### src/rtl/ctc_pkg.sv
// Package for the C token classifier: token kind codes, result record type
// and the fixed keyword table with its lookup function. No dependencies.
package ctc_pkg;

  typedef enum logic [2:0] {
    KIND_NUMBER     = 3'd0,
    KIND_KEYWORD    = 3'd1,
    KIND_IDENTIFIER = 3'd2,
    KIND_OPERATOR   = 3'd3,
    KIND_SYMBOL     = 3'd4,
    KIND_LINE_TOTAL = 3'd5
  } kind_t;

  typedef struct packed {
    kind_t       token_kind;
    logic [4:0]  keyword_index;
    logic [6:0]  token_length;
    logic [7:0]  symbol_char;
    logic [3:0]  digit_value;
    logic [15:0] line_total;
    logic        last_of_run;
  } result_t;

  localparam int KwCount = 32;

  localparam logic [7:0] CH_ZERO  = 8'd48;
  localparam logic [7:0] CH_NINE  = 8'd57;
  localparam logic [7:0] CH_UNDER = "_";
  localparam logic [7:0] CH_NL    = 8'h0A;
  localparam logic [7:0] CH_TAB   = 8'h09;
  localparam logic [7:0] CH_SPACE = " ";

  // Right-aligned string literals: first character in the highest used byte.
  localparam logic [63:0] KW_STR [KwCount] = '{
    64'("auto"),     64'("break"),   64'("case"),     64'("char"),
    64'("const"),    64'("continue"), 64'("default"), 64'("do"),
    64'("double"),   64'("else"),    64'("enum"),     64'("extern"),
    64'("float"),    64'("for"),     64'("goto"),     64'("if"),
    64'("int"),      64'("long"),    64'("register"), 64'("return"),
    64'("short"),    64'("signed"),  64'("sizeof"),   64'("static"),
    64'("struct"),   64'("switch"),  64'("typedef"),  64'("union"),
    64'("unsigned"), 64'("void"),    64'("volatile"), 64'("while")
  };

  function automatic logic is_digit(logic [7:0] c);
    return (c >= CH_ZERO) && (c <= CH_NINE);
  endfunction

  function automatic logic is_alpha(logic [7:0] c);
    return ((c >= "A") && (c <= "Z")) || ((c >= "a") && (c <= "z"));
  endfunction

  function automatic logic is_operator(logic [7:0] c);
    return (c == "+") || (c == "-") || (c == "*") || (c == "%") || (c == "/") ||
           (c == "&") || (c == "|") || (c == "=") || (c == "<") || (c == ">");
  endfunction

  // Returns {hit, index}. Prefix holds byte k at bits 8k, zero beyond length.
  function automatic logic [5:0] kw_lookup(logic [63:0] prefix, logic [6:0] len);
    logic [5:0]  res;
    logic [63:0] kw;
    logic [3:0]  klen;
    logic        eq;
    res = '0;
    for (int j = KwCount - 1; j >= 0; j--) begin
      kw   = KW_STR[j];
      klen = '0;
      for (int b = 0; b < 8; b++) begin
        if (kw[8*b +: 8] != 8'd0) begin
          klen = klen + 4'd1;
        end
      end
      eq = (len == {3'd0, klen});
      for (int p = 0; p < 8; p++) begin
        if (p < int'(klen)) begin
          eq = eq && (prefix[8*p +: 8] == kw[8*(int'(klen) - 1 - p) +: 8]);
        end
      end
      if (eq) begin
        res = {1'b1, 5'(j)};
      end
    end
    return res;
  endfunction

endpackage

### src/rtl/ctc_if.sv
// Valid/ready channel interfaces for the C token classifier.
// Depends on ctc_pkg for the kind code type.
interface ctc_in_if;
  logic       valid;
  logic       ready;
  logic [7:0] char_code;
  logic       end_of_text;

  modport source (output valid, output char_code, output end_of_text, input ready);
  modport sink   (input valid, input char_code, input end_of_text, output ready);
endinterface

interface ctc_out_if;
  logic                 valid;
  logic                 ready;
  ctc_pkg::kind_t       token_kind;
  logic [4:0]           keyword_index;
  logic [6:0]           token_length;
  logic [7:0]           symbol_char;
  logic [3:0]           digit_value;
  logic [15:0]          line_total;
  logic                 last_of_run;

  modport source (output valid, output token_kind, output keyword_index,
                  output token_length, output symbol_char, output digit_value,
                  output line_total, output last_of_run, input ready);
  modport sink   (input valid, input token_kind, input keyword_index,
                  input token_length, input symbol_char, input digit_value,
                  input line_total, input last_of_run, output ready);
endinterface

### src/rtl/c_token_classifier.sv
// C token classifier top level: input register, classifier and result queue.
// Depends on ctc_pkg and the channel interfaces in ctc_if.sv.
//
// One byte is taken per clock while the input is not held off. A byte is
// registered on transfer and classified in the next cycle against the
// identifier state; its zero, one or two results enter an eight-entry result
// queue whose head drives the output. The output delivers one result per
// cycle while out_ch.ready is high, so a byte that closes an identifier and is
// itself a token yields two results. The input is held off while more than
// four results are queued. Keywords are matched by 32 parallel comparators
// against the first eight identifier bytes.
module c_token_classifier #(
  parameter int MAX_ID_LEN = 64
) (
  input  logic             clk,
  input  logic             rst_n,
  ctc_in_if.sink           in_ch,
  ctc_out_if.source        out_ch
);

  localparam int          QDepth  = 8;
  localparam int          QAw     = $clog2(QDepth);
  localparam logic [6:0]  LEN_CAP = (MAX_ID_LEN > 127) ? 7'd127 : 7'(MAX_ID_LEN);

  // input register
  logic       in_v_r;
  logic [7:0] in_char_r;
  logic       in_eot_r;

  // identifier state
  logic [63:0] prefix_r, prefix_nxt;
  logic [6:0]  id_len_r, id_len_nxt;
  logic        in_id_r, in_id_nxt;
  logic [15:0] line_r, line_nxt;

  // result queue
  ctc_pkg::result_t q_mem [QDepth];
  logic [QAw-1:0]   wr_ptr_r, rd_ptr_r;
  logic [QAw:0]     count_r, count_nxt;

  logic             accept, pop;
  ctc_pkg::result_t res0, res1, r_flush, r_char;
  logic [1:0]       n_push;
  logic             do_flush, char_res;
  logic [5:0]       kw;

  assign accept       = in_ch.valid && in_ch.ready;
  assign in_ch.ready  = (count_r <= (QAw+1)'(QDepth - 4));
  assign pop          = out_ch.valid && out_ch.ready;

  always_comb begin
    prefix_nxt = prefix_r;
    id_len_nxt = id_len_r;
    in_id_nxt  = in_id_r;
    line_nxt   = line_r;
    do_flush   = 1'b0;
    char_res   = 1'b0;
    kw         = ctc_pkg::kw_lookup(prefix_r, id_len_r);

    r_flush               = '0;
    r_flush.token_kind    = kw[5] ? ctc_pkg::KIND_KEYWORD : ctc_pkg::KIND_IDENTIFIER;
    r_flush.keyword_index = kw[5] ? kw[4:0] : 5'd0;
    r_flush.token_length  = id_len_r;
    r_flush.line_total    = line_r;

    r_char            = '0;
    r_char.line_total = line_r;

    if (in_v_r) begin
      if (in_id_r && !in_eot_r && (ctc_pkg::is_alpha(in_char_r) ||
          ctc_pkg::is_digit(in_char_r) || (in_char_r == ctc_pkg::CH_UNDER))) begin
        for (int k = 0; k < 8; k++) begin
          if (id_len_r == 7'(k)) begin
            prefix_nxt[8*k +: 8] = in_char_r;
          end
        end
        if (id_len_r < LEN_CAP) begin
          id_len_nxt = id_len_r + 7'd1;
        end
      end else begin
        if (in_id_r) begin
          do_flush   = 1'b1;
          in_id_nxt  = 1'b0;
          prefix_nxt = '0;
          id_len_nxt = '0;
        end
        priority if (in_eot_r) begin
          char_res          = 1'b1;
          r_char.token_kind = ctc_pkg::KIND_LINE_TOTAL;
          line_nxt          = 16'd1;
          in_id_nxt         = 1'b0;
          prefix_nxt        = '0;
          id_len_nxt        = '0;
        end else if (ctc_pkg::is_digit(in_char_r)) begin
          char_res           = 1'b1;
          r_char.token_kind  = ctc_pkg::KIND_NUMBER;
          r_char.symbol_char = in_char_r;
          r_char.digit_value = 4'(in_char_r - ctc_pkg::CH_ZERO);
        end else if (ctc_pkg::is_alpha(in_char_r) || (in_char_r == ctc_pkg::CH_UNDER)) begin
          in_id_nxt  = 1'b1;
          prefix_nxt = {56'd0, in_char_r};
          id_len_nxt = 7'd1;
        end else if (ctc_pkg::is_operator(in_char_r)) begin
          char_res           = 1'b1;
          r_char.token_kind  = ctc_pkg::KIND_OPERATOR;
          r_char.symbol_char = in_char_r;
        end else if ((in_char_r == ctc_pkg::CH_SPACE) || (in_char_r == ctc_pkg::CH_TAB)) begin
          line_nxt = line_r;
        end else if (in_char_r == ctc_pkg::CH_NL) begin
          if (line_r != 16'hFFFF) begin
            line_nxt = line_r + 16'd1;
          end
        end else begin
          char_res           = 1'b1;
          r_char.token_kind  = ctc_pkg::KIND_SYMBOL;
          r_char.symbol_char = in_char_r;
        end
      end
    end

    r_flush.last_of_run = !char_res;
    r_char.last_of_run  = 1'b1;
    res0   = do_flush ? r_flush : r_char;
    res1   = r_char;
    n_push = {1'b0, do_flush} + {1'b0, char_res};
    count_nxt = count_r + {{(QAw-1){1'b0}}, n_push} - {{QAw{1'b0}}, pop};
  end

  always_ff @(posedge clk) begin
    if (!rst_n) begin
      in_v_r   <= 1'b0;
      prefix_r <= '0;
      id_len_r <= '0;
      in_id_r  <= 1'b0;
      line_r   <= 16'd1;
      wr_ptr_r <= '0;
      rd_ptr_r <= '0;
      count_r  <= '0;
    end else begin
      in_v_r   <= accept;
      prefix_r <= prefix_nxt;
      id_len_r <= id_len_nxt;
      in_id_r  <= in_id_nxt;
      line_r   <= line_nxt;
      wr_ptr_r <= wr_ptr_r + QAw'(n_push);
      rd_ptr_r <= rd_ptr_r + QAw'(pop);
      count_r  <= count_nxt;
    end
  end

  always_ff @(posedge clk) begin
    if (accept) begin
      in_char_r <= in_ch.char_code;
      in_eot_r  <= in_ch.end_of_text;
    end
    if (n_push != 2'd0) begin
      q_mem[wr_ptr_r] <= res0;
    end
    if (n_push == 2'd2) begin
      q_mem[wr_ptr_r + QAw'(1)] <= res1;
    end
  end

  assign out_ch.valid         = (count_r != '0);
  assign out_ch.token_kind    = q_mem[rd_ptr_r].token_kind;
  assign out_ch.keyword_index = q_mem[rd_ptr_r].keyword_index;
  assign out_ch.token_length  = q_mem[rd_ptr_r].token_length;
  assign out_ch.symbol_char   = q_mem[rd_ptr_r].symbol_char;
  assign out_ch.digit_value   = q_mem[rd_ptr_r].digit_value;
  assign out_ch.line_total    = q_mem[rd_ptr_r].line_total;
  assign out_ch.last_of_run   = q_mem[rd_ptr_r].last_of_run;

endmodule
### src/flat_wrapper.sv
// flat-port wrapper written by rule: the top's interface ports become plain ports
module c_token_classifier_flat 
#(
  parameter int MAX_ID_LEN = 64
)
  (clk, rst_n, in_ch_valid, in_ch_char_code, in_ch_end_of_text, in_ch_ready, out_ch_valid, out_ch_token_kind, out_ch_keyword_index, out_ch_token_length, out_ch_symbol_char, out_ch_digit_value, out_ch_line_total, out_ch_last_of_run, out_ch_ready);
  ctc_in_if in_ch_i ();
  ctc_out_if out_ch_i ();
  input  logic clk;
  input  logic rst_n;
  input wire logic [$bits(in_ch_i.valid)-1:0] in_ch_valid;
  input wire logic [$bits(in_ch_i.char_code)-1:0] in_ch_char_code;
  input wire logic [$bits(in_ch_i.end_of_text)-1:0] in_ch_end_of_text;
  output wire logic [$bits(in_ch_i.ready)-1:0] in_ch_ready;
  output wire logic [$bits(out_ch_i.valid)-1:0] out_ch_valid;
  output wire logic [$bits(out_ch_i.token_kind)-1:0] out_ch_token_kind;
  output wire logic [$bits(out_ch_i.keyword_index)-1:0] out_ch_keyword_index;
  output wire logic [$bits(out_ch_i.token_length)-1:0] out_ch_token_length;
  output wire logic [$bits(out_ch_i.symbol_char)-1:0] out_ch_symbol_char;
  output wire logic [$bits(out_ch_i.digit_value)-1:0] out_ch_digit_value;
  output wire logic [$bits(out_ch_i.line_total)-1:0] out_ch_line_total;
  output wire logic [$bits(out_ch_i.last_of_run)-1:0] out_ch_last_of_run;
  input wire logic [$bits(out_ch_i.ready)-1:0] out_ch_ready;
  assign in_ch_i.valid = in_ch_valid;
  assign in_ch_i.char_code = in_ch_char_code;
  assign in_ch_i.end_of_text = in_ch_end_of_text;
  assign in_ch_ready = in_ch_i.ready;
  assign out_ch_valid = out_ch_i.valid;
  assign out_ch_token_kind = out_ch_i.token_kind;
  assign out_ch_keyword_index = out_ch_i.keyword_index;
  assign out_ch_token_length = out_ch_i.token_length;
  assign out_ch_symbol_char = out_ch_i.symbol_char;
  assign out_ch_digit_value = out_ch_i.digit_value;
  assign out_ch_line_total = out_ch_i.line_total;
  assign out_ch_last_of_run = out_ch_i.last_of_run;
  assign out_ch_i.ready = out_ch_ready;
  c_token_classifier #(.MAX_ID_LEN(MAX_ID_LEN)) u_core (.clk(clk), .rst_n(rst_n), .in_ch(in_ch_i), .out_ch(out_ch_i));
endmodule
### config.mk
export PLATFORM = sky130hd
export DESIGN_NAME = c_token_classifier_flat
export DESIGN_NICKNAME = d
export VERILOG_FILES = /design/src/rtl/ctc_pkg.sv /design/src/rtl/ctc_if.sv /design/src/rtl/c_token_classifier.sv /design/src/flat_wrapper.sv
export SDC_FILE = /design/constraint.sdc
export NUM_CORES = 1
export LEC_CHECK = 0
export BUFFER_PORTS_ARGS = -buffer_cell sky130_fd_sc_hd__buf_2
export CORE_MARGIN = 10
export CORE_UTILIZATION = 45
export CTS_BUF_LIST = sky130_fd_sc_hd__clkbuf_4 sky130_fd_sc_hd__clkbuf_8
export CTS_CLUSTER_DIAMETER = 50
export DETAILED_ROUTE_END_ITERATION = 6
export PLACE_DENSITY = 0.72
export SYNTH_ARGS = -nofsm -noshare
export SYNTH_HDL_FRONTEND = slang
export SYNTH_SLANG_ARGS = --single-unit
### constraint.sdc
create_clock -name clk -period 4.9 [get_ports clk]
set_input_delay 0.98 -clock clk [delete_from_list [all_inputs] [get_ports clk]]
set_output_delay 0.98 -clock clk [all_outputs]
set_load 0.02 [all_outputs]
# After elaboration in Yosys (flattened, before gate mapping)
# Memories as Yosys holds them, arrays and structs flattened. A register that Yosys moved wholly into a read port is not among the register bits.
# Index checks and enable logic that the tools add are counted.
# totals
ff_bits	108
latch_bits	0
mem_bits_rw	352
rom_bits	0
inputBits	13
output_inout_bits	46
elab_cells	454
mem_count	1
# memory_table
name	words	word_bits	rd	rd_ports_with_merged_regs	write_ports	line	source
u_core.q_mem	8	44	1	1	2	c_token_classifier.sv:37	ctc_pkg::result_t q_mem [QDepth];
# classes
n_addsub	9
mul	0
n_div	0
order_cmp	8
eq_ne	124
n_shift	0
mux	97
bitwise	1
n_reduce_logical	197
# ops
cell	count
$eq 8x7->1 const B	89
$mux 64	5
$mux 6	32
$logic_and 1x1->1	165
$mux 16	7
$mux 8	13
$eq 8x6->1 const B	10
$mux 44	1
$mux 7	6
$mux 12	3
$eq 7x3->1 const B	4
$mux 3	9
$ne 2x1->1 const B	10
$reduce_and 2->1	10
$mux 1	18
$add 16x1->16 const B	1
$eq 8x4->1 const B	2
$ge 8x7->1 const B	2
$le 8x7->1 const B	2
$ne 16x16->1 const B	1
$eq 7x2->1 const B	2
$logic_or 1x1->1	14
$ge 8x6->1 const B	1
$le 8x6->1 const B	1
other kinds (23)	28

# Logic depth before layout (Yosys ltp)
# logic_depth
word_depth	42
ltp_mapped	15
mapped_depth_nobuf	14

# Least setup slack after synthesis
# No wires, ideal clock.
# synth_path
path_type	register to register
from	register u_core.in_char_r[0]
to	memory u_core.q_mem[5][10] (netlist bit), enable pin
setup_ns	0.405
arrival_time_ns	3.531
t_required_ns	4.495
path_slack_ns	0.964
stages_incl_launch_ff	14
n_path_buf	3
synth_period_minus_slack_ns	3.936
path_cell_list	edfxtp_1 -> buf_2 -> nor3_1 -> a211o_1 -> o21ai_2 -> a21oi_2 -> clkinv_1 -> buf_1 -> ha_1 -> nand2b_1 -> nor2_1 -> nor2_1 -> inv_1 -> clkbuf_1
# synth_rtl
element	line	source
start: declaration	c_token_classifier.sv:27	logic [7:0] in_char_r;
start signal: assignment	c_token_classifier.sv:153	in_char_r <= in_ch.char_code;
end: declaration	c_token_classifier.sv:37	

==> results.ini <==
[worst_setup_path]
crit_top_cell = nor3_1
cp_max_fo = 26
end_kind = flip-flop
startpoint_type = flip-flop
critPathSlowestCell = edfxtp_1
cp_slowest_stage_delay_ps = 790
cp_data_arrival_time_ps = 4580
crit_chain = nor3_1 > a211o_1 > o21ai_2 > a31oi_1 > o21a_1 > ha_1 > nand2_1 > nor3_1 > nor2_1 > clkinv_1 > buf_12 > and2_1
required_ps = 5310
reg2reg_slack_ps = 720
reg2reg_depth = 12
crit_type = reg -> reg

[synth]
synth_top_family_by_area = simple AND/OR/NAND/NOR gates
synth.cell_area_mm2 = 0.02225
synth.avg_cell_area_um2 = 11.04
yosysMostFrequentCell = edfxtp_1
synth_flop_cell = edfxtp_1
synth_compound_gate_area_share = 0.07884
synthesis.instances = 2016
ys_ff_latch = 460
ys_warn_count = 0
ys_seq_area_frac = 0.5295
ys_types = 83
muxShareOfSynthArea = 0.1124
synth_top_area_share = 0.3469
synthSimpleGateAreaFrac = 0.2258
ys_top_cells_by_area = edfxtp_1 (35%), dfxtp_1 (18%), mux4_2 (8.9%), nor2_1 (3.4%), nand2_1 (3.2%)
async_reset_ff_frac = 0
yosys-top-cells-count = edfxtp_1 (257), dfxtp_1 (203), nor2_1 (200)
synth_edf_count = 257
synth-xor-area-share = 0.007479
synth_fp_nets = 2050
synth_fa_ha_area_frac = 0.01293
synth_top_area_cell = edfxtp_1

[timing]
skew_ps = 39.14
slew_headroom = 0.2175
fin_ws_ps = 724.4
fin_crit_sh = 0.8522
worstMarginPinSlew_ps = 1159
setup_violations = 0
drv_slew = 0
hold_viol_final = 0
rsz0062_at_grt = no
max_freq_mhz = 239.5
setup_tns_ps = 0
min_period_ps = 4176

[grt]
first_global_vias = 16910
grt.met1_usage = 0.2697
track_usage = 0.2241
antenna_found_initial = 0
grt_use_met3 = 0.03913
grt_pass1_wl_um = 102400
grt-busiest-layer = met2
gr-total-overflow = 0
grt_max_degree = 57
use_met2 = 0.3821

[clock_network]
clock_tree.buffer_depth = 3
cts_buffers = 76
cts_setup_buffers = 0
cts_max_level = 3
cts_tree = built
ctsResizeCount = 0
cts_hold_buf = 0
clock-sinks = 460
insertion_delay_ps = 660
cts_root_buffer = clkbuf_8
clk_pin_slew_ps = 60

[placement]
gp_congestion = 1.008
place_ws_ps = 744.4
io_buffers = 58
place_hpwl_um = 46440

[floorplanning]
core-area_mm2 = 0.04895
std_cell_rows = 81
fp.dieArea_mm2 = 0.05874
start_util = 0.4545
chipWidth_um = 242.4
ios = 59
die_y_um = 242.4

[finish]
layout-drive-gt1-share = 0.1935
n_antenna_cell = 0
seq_area_mm2 = 0.01179
nets = 2098
n_fill_cell = 4307
multi_input_area_mm2 = 0.009763
synthToLayoutAreaGrowth_pct = 11.89

[route]
drc_errors = 0
wire_per_inst_um = 24.12
firstDrtPassIters = 5
viasPerCell = 6.049
wl_um = 67240
drtIter0Drc = 1542
vias = 16870
antenna_left = 0

[run_status]
status = completed

[power_and_ir_drop]
p_per_area_mw_per_mm2 = 381.7
power.leakage_nw = 7.619
max-vdd-ir-drop_v = 0.0002427

[flow_run]
max_cap_violations = 0

[min_path]
hold_path_class = reg -> reg
hold_depth = 2

layer usage:
layer / share of wire / up-vias
li1: - / 7605
met1: 0.38 / 8335
met2: 0.50 / 742
met3: 0.067 / 183
met4: 0.048 / 0
met5: 0 / -
cells in the final DEF, fill, tap and decap left out, types with 6 or more instances in the layout:
cell type,instances
and3b_1,6
and4b_1,11
edfxtp_1,257
and2_1,94
buf_2,58
nand4_1,65
inv_1,24
nand2_1,189
ha_1,19
nor2_1,198
a31oi_1,10
clkbuf_8,89
a22oi_1,31
nand3_1,53
o21ai_0,110
a32oi_1,31
nor3_1,43
buf_4,48
clkbuf_4,22
xnor2_1,12
o31ai_1,7
a21oi_1,25
xor2_1,7
buf_12,6
clkinv_2,12
nand4b_1,9
dfxtp_1,200
and3_1,17
nor2b_1,103
o22ai_1,7
o21ai_1,12
mux4_2,88
nor3b_1,6
nor4b_1,14
nand2b_1,13
nor4bb_1,15
mux2_2,46
nor4_1,52
clkinv_1,11
critical path, delay by kind of cell, from the launching register on:
kind                     cells  cell delay [ps]
AO/OA/AOI/OAI                4             1050
AND/OR/NAND/NOR              5              840
flip-flops                   1              790
buffers and inverters        2             1030
adder cells (fa/ha/maj)      1              220
registers in the layout (all words and copies together), names as in the netlist, 3 cells and up:
name	cells
u_core.q_mem	352
u_core.prefix_r	64
u_core.line_r	16
u_core.in_char_r	8
u_core.id_len_r	7
u_core.count_r	4
u_core.rd_ptr_r	3
u_core.wr_ptr_r	3
power breakdown:
| group | leakage [nW] | internal (mW) | switching, mW | total [mW] |
|---|---|---|---|---|
| registers | 3.82 | 4.17 | 0.221 | 4.39 |
| logic | 2.95 | 0.695 | 0.903 | 1.60 |
| clock network | 0.852 | 1.95 | 1.56 | 3.51 |
layout make-up:
cell class,instances,share of cell area
Sequential cell,460,0.4736
Multi-Input combinational cell,1379,0.3922
Clock buffer,111,0.05584
Tap cell,664,0.03337
Timing Repair Buffer,112,0.03096
Clock inverter,27,0.008745
Inverter,35,0.005277
kinds of logic (layout without fill, tap and decap cells):
group,count (synthesis),count (layout)
AND/OR/NAND/NOR,931,931
flip-flops,460,460
AO/OA/AOI/OAI,273,273
buffers and inverters,177,285
multiplexers,134,134
adder cells (fa/ha/maj),22,22
XOR/XNOR,19,19
worst paths after layout:
path | start | end
worst max-delay path | u_core.in_char_r[0] | u_core.q_mem[3][10]
worst min-delay path | u_core.q_mem[6][37] | u_core.q_mem[6][37]
worst max register to register | u_core.in_char_r[0] | u_core.q_mem[3][10]
worst min register to register | u_core.q_mem[6][37] | u_core.q_mem[6][37]
metrics by stage:
stage          cell area (um2)  power [mW]    util  hold WS [ps]  std cells
6_report                 24890       9.502  0.5086         448.9       2788
3_3_place_gp             23290       6.059  0.4757         428.2       2650
3_5_place_dp             23290       6.086  0.4757         438.8       2650
4_1_cts                  24890       9.574  0.5086         451.1       2788
2_1_floorplan            22250       5.562       -         419.8       2016
5_1_grt                  24890       9.877  0.5086         468.0       2788
No activity file was read; power rests on OpenSTA's default activity.
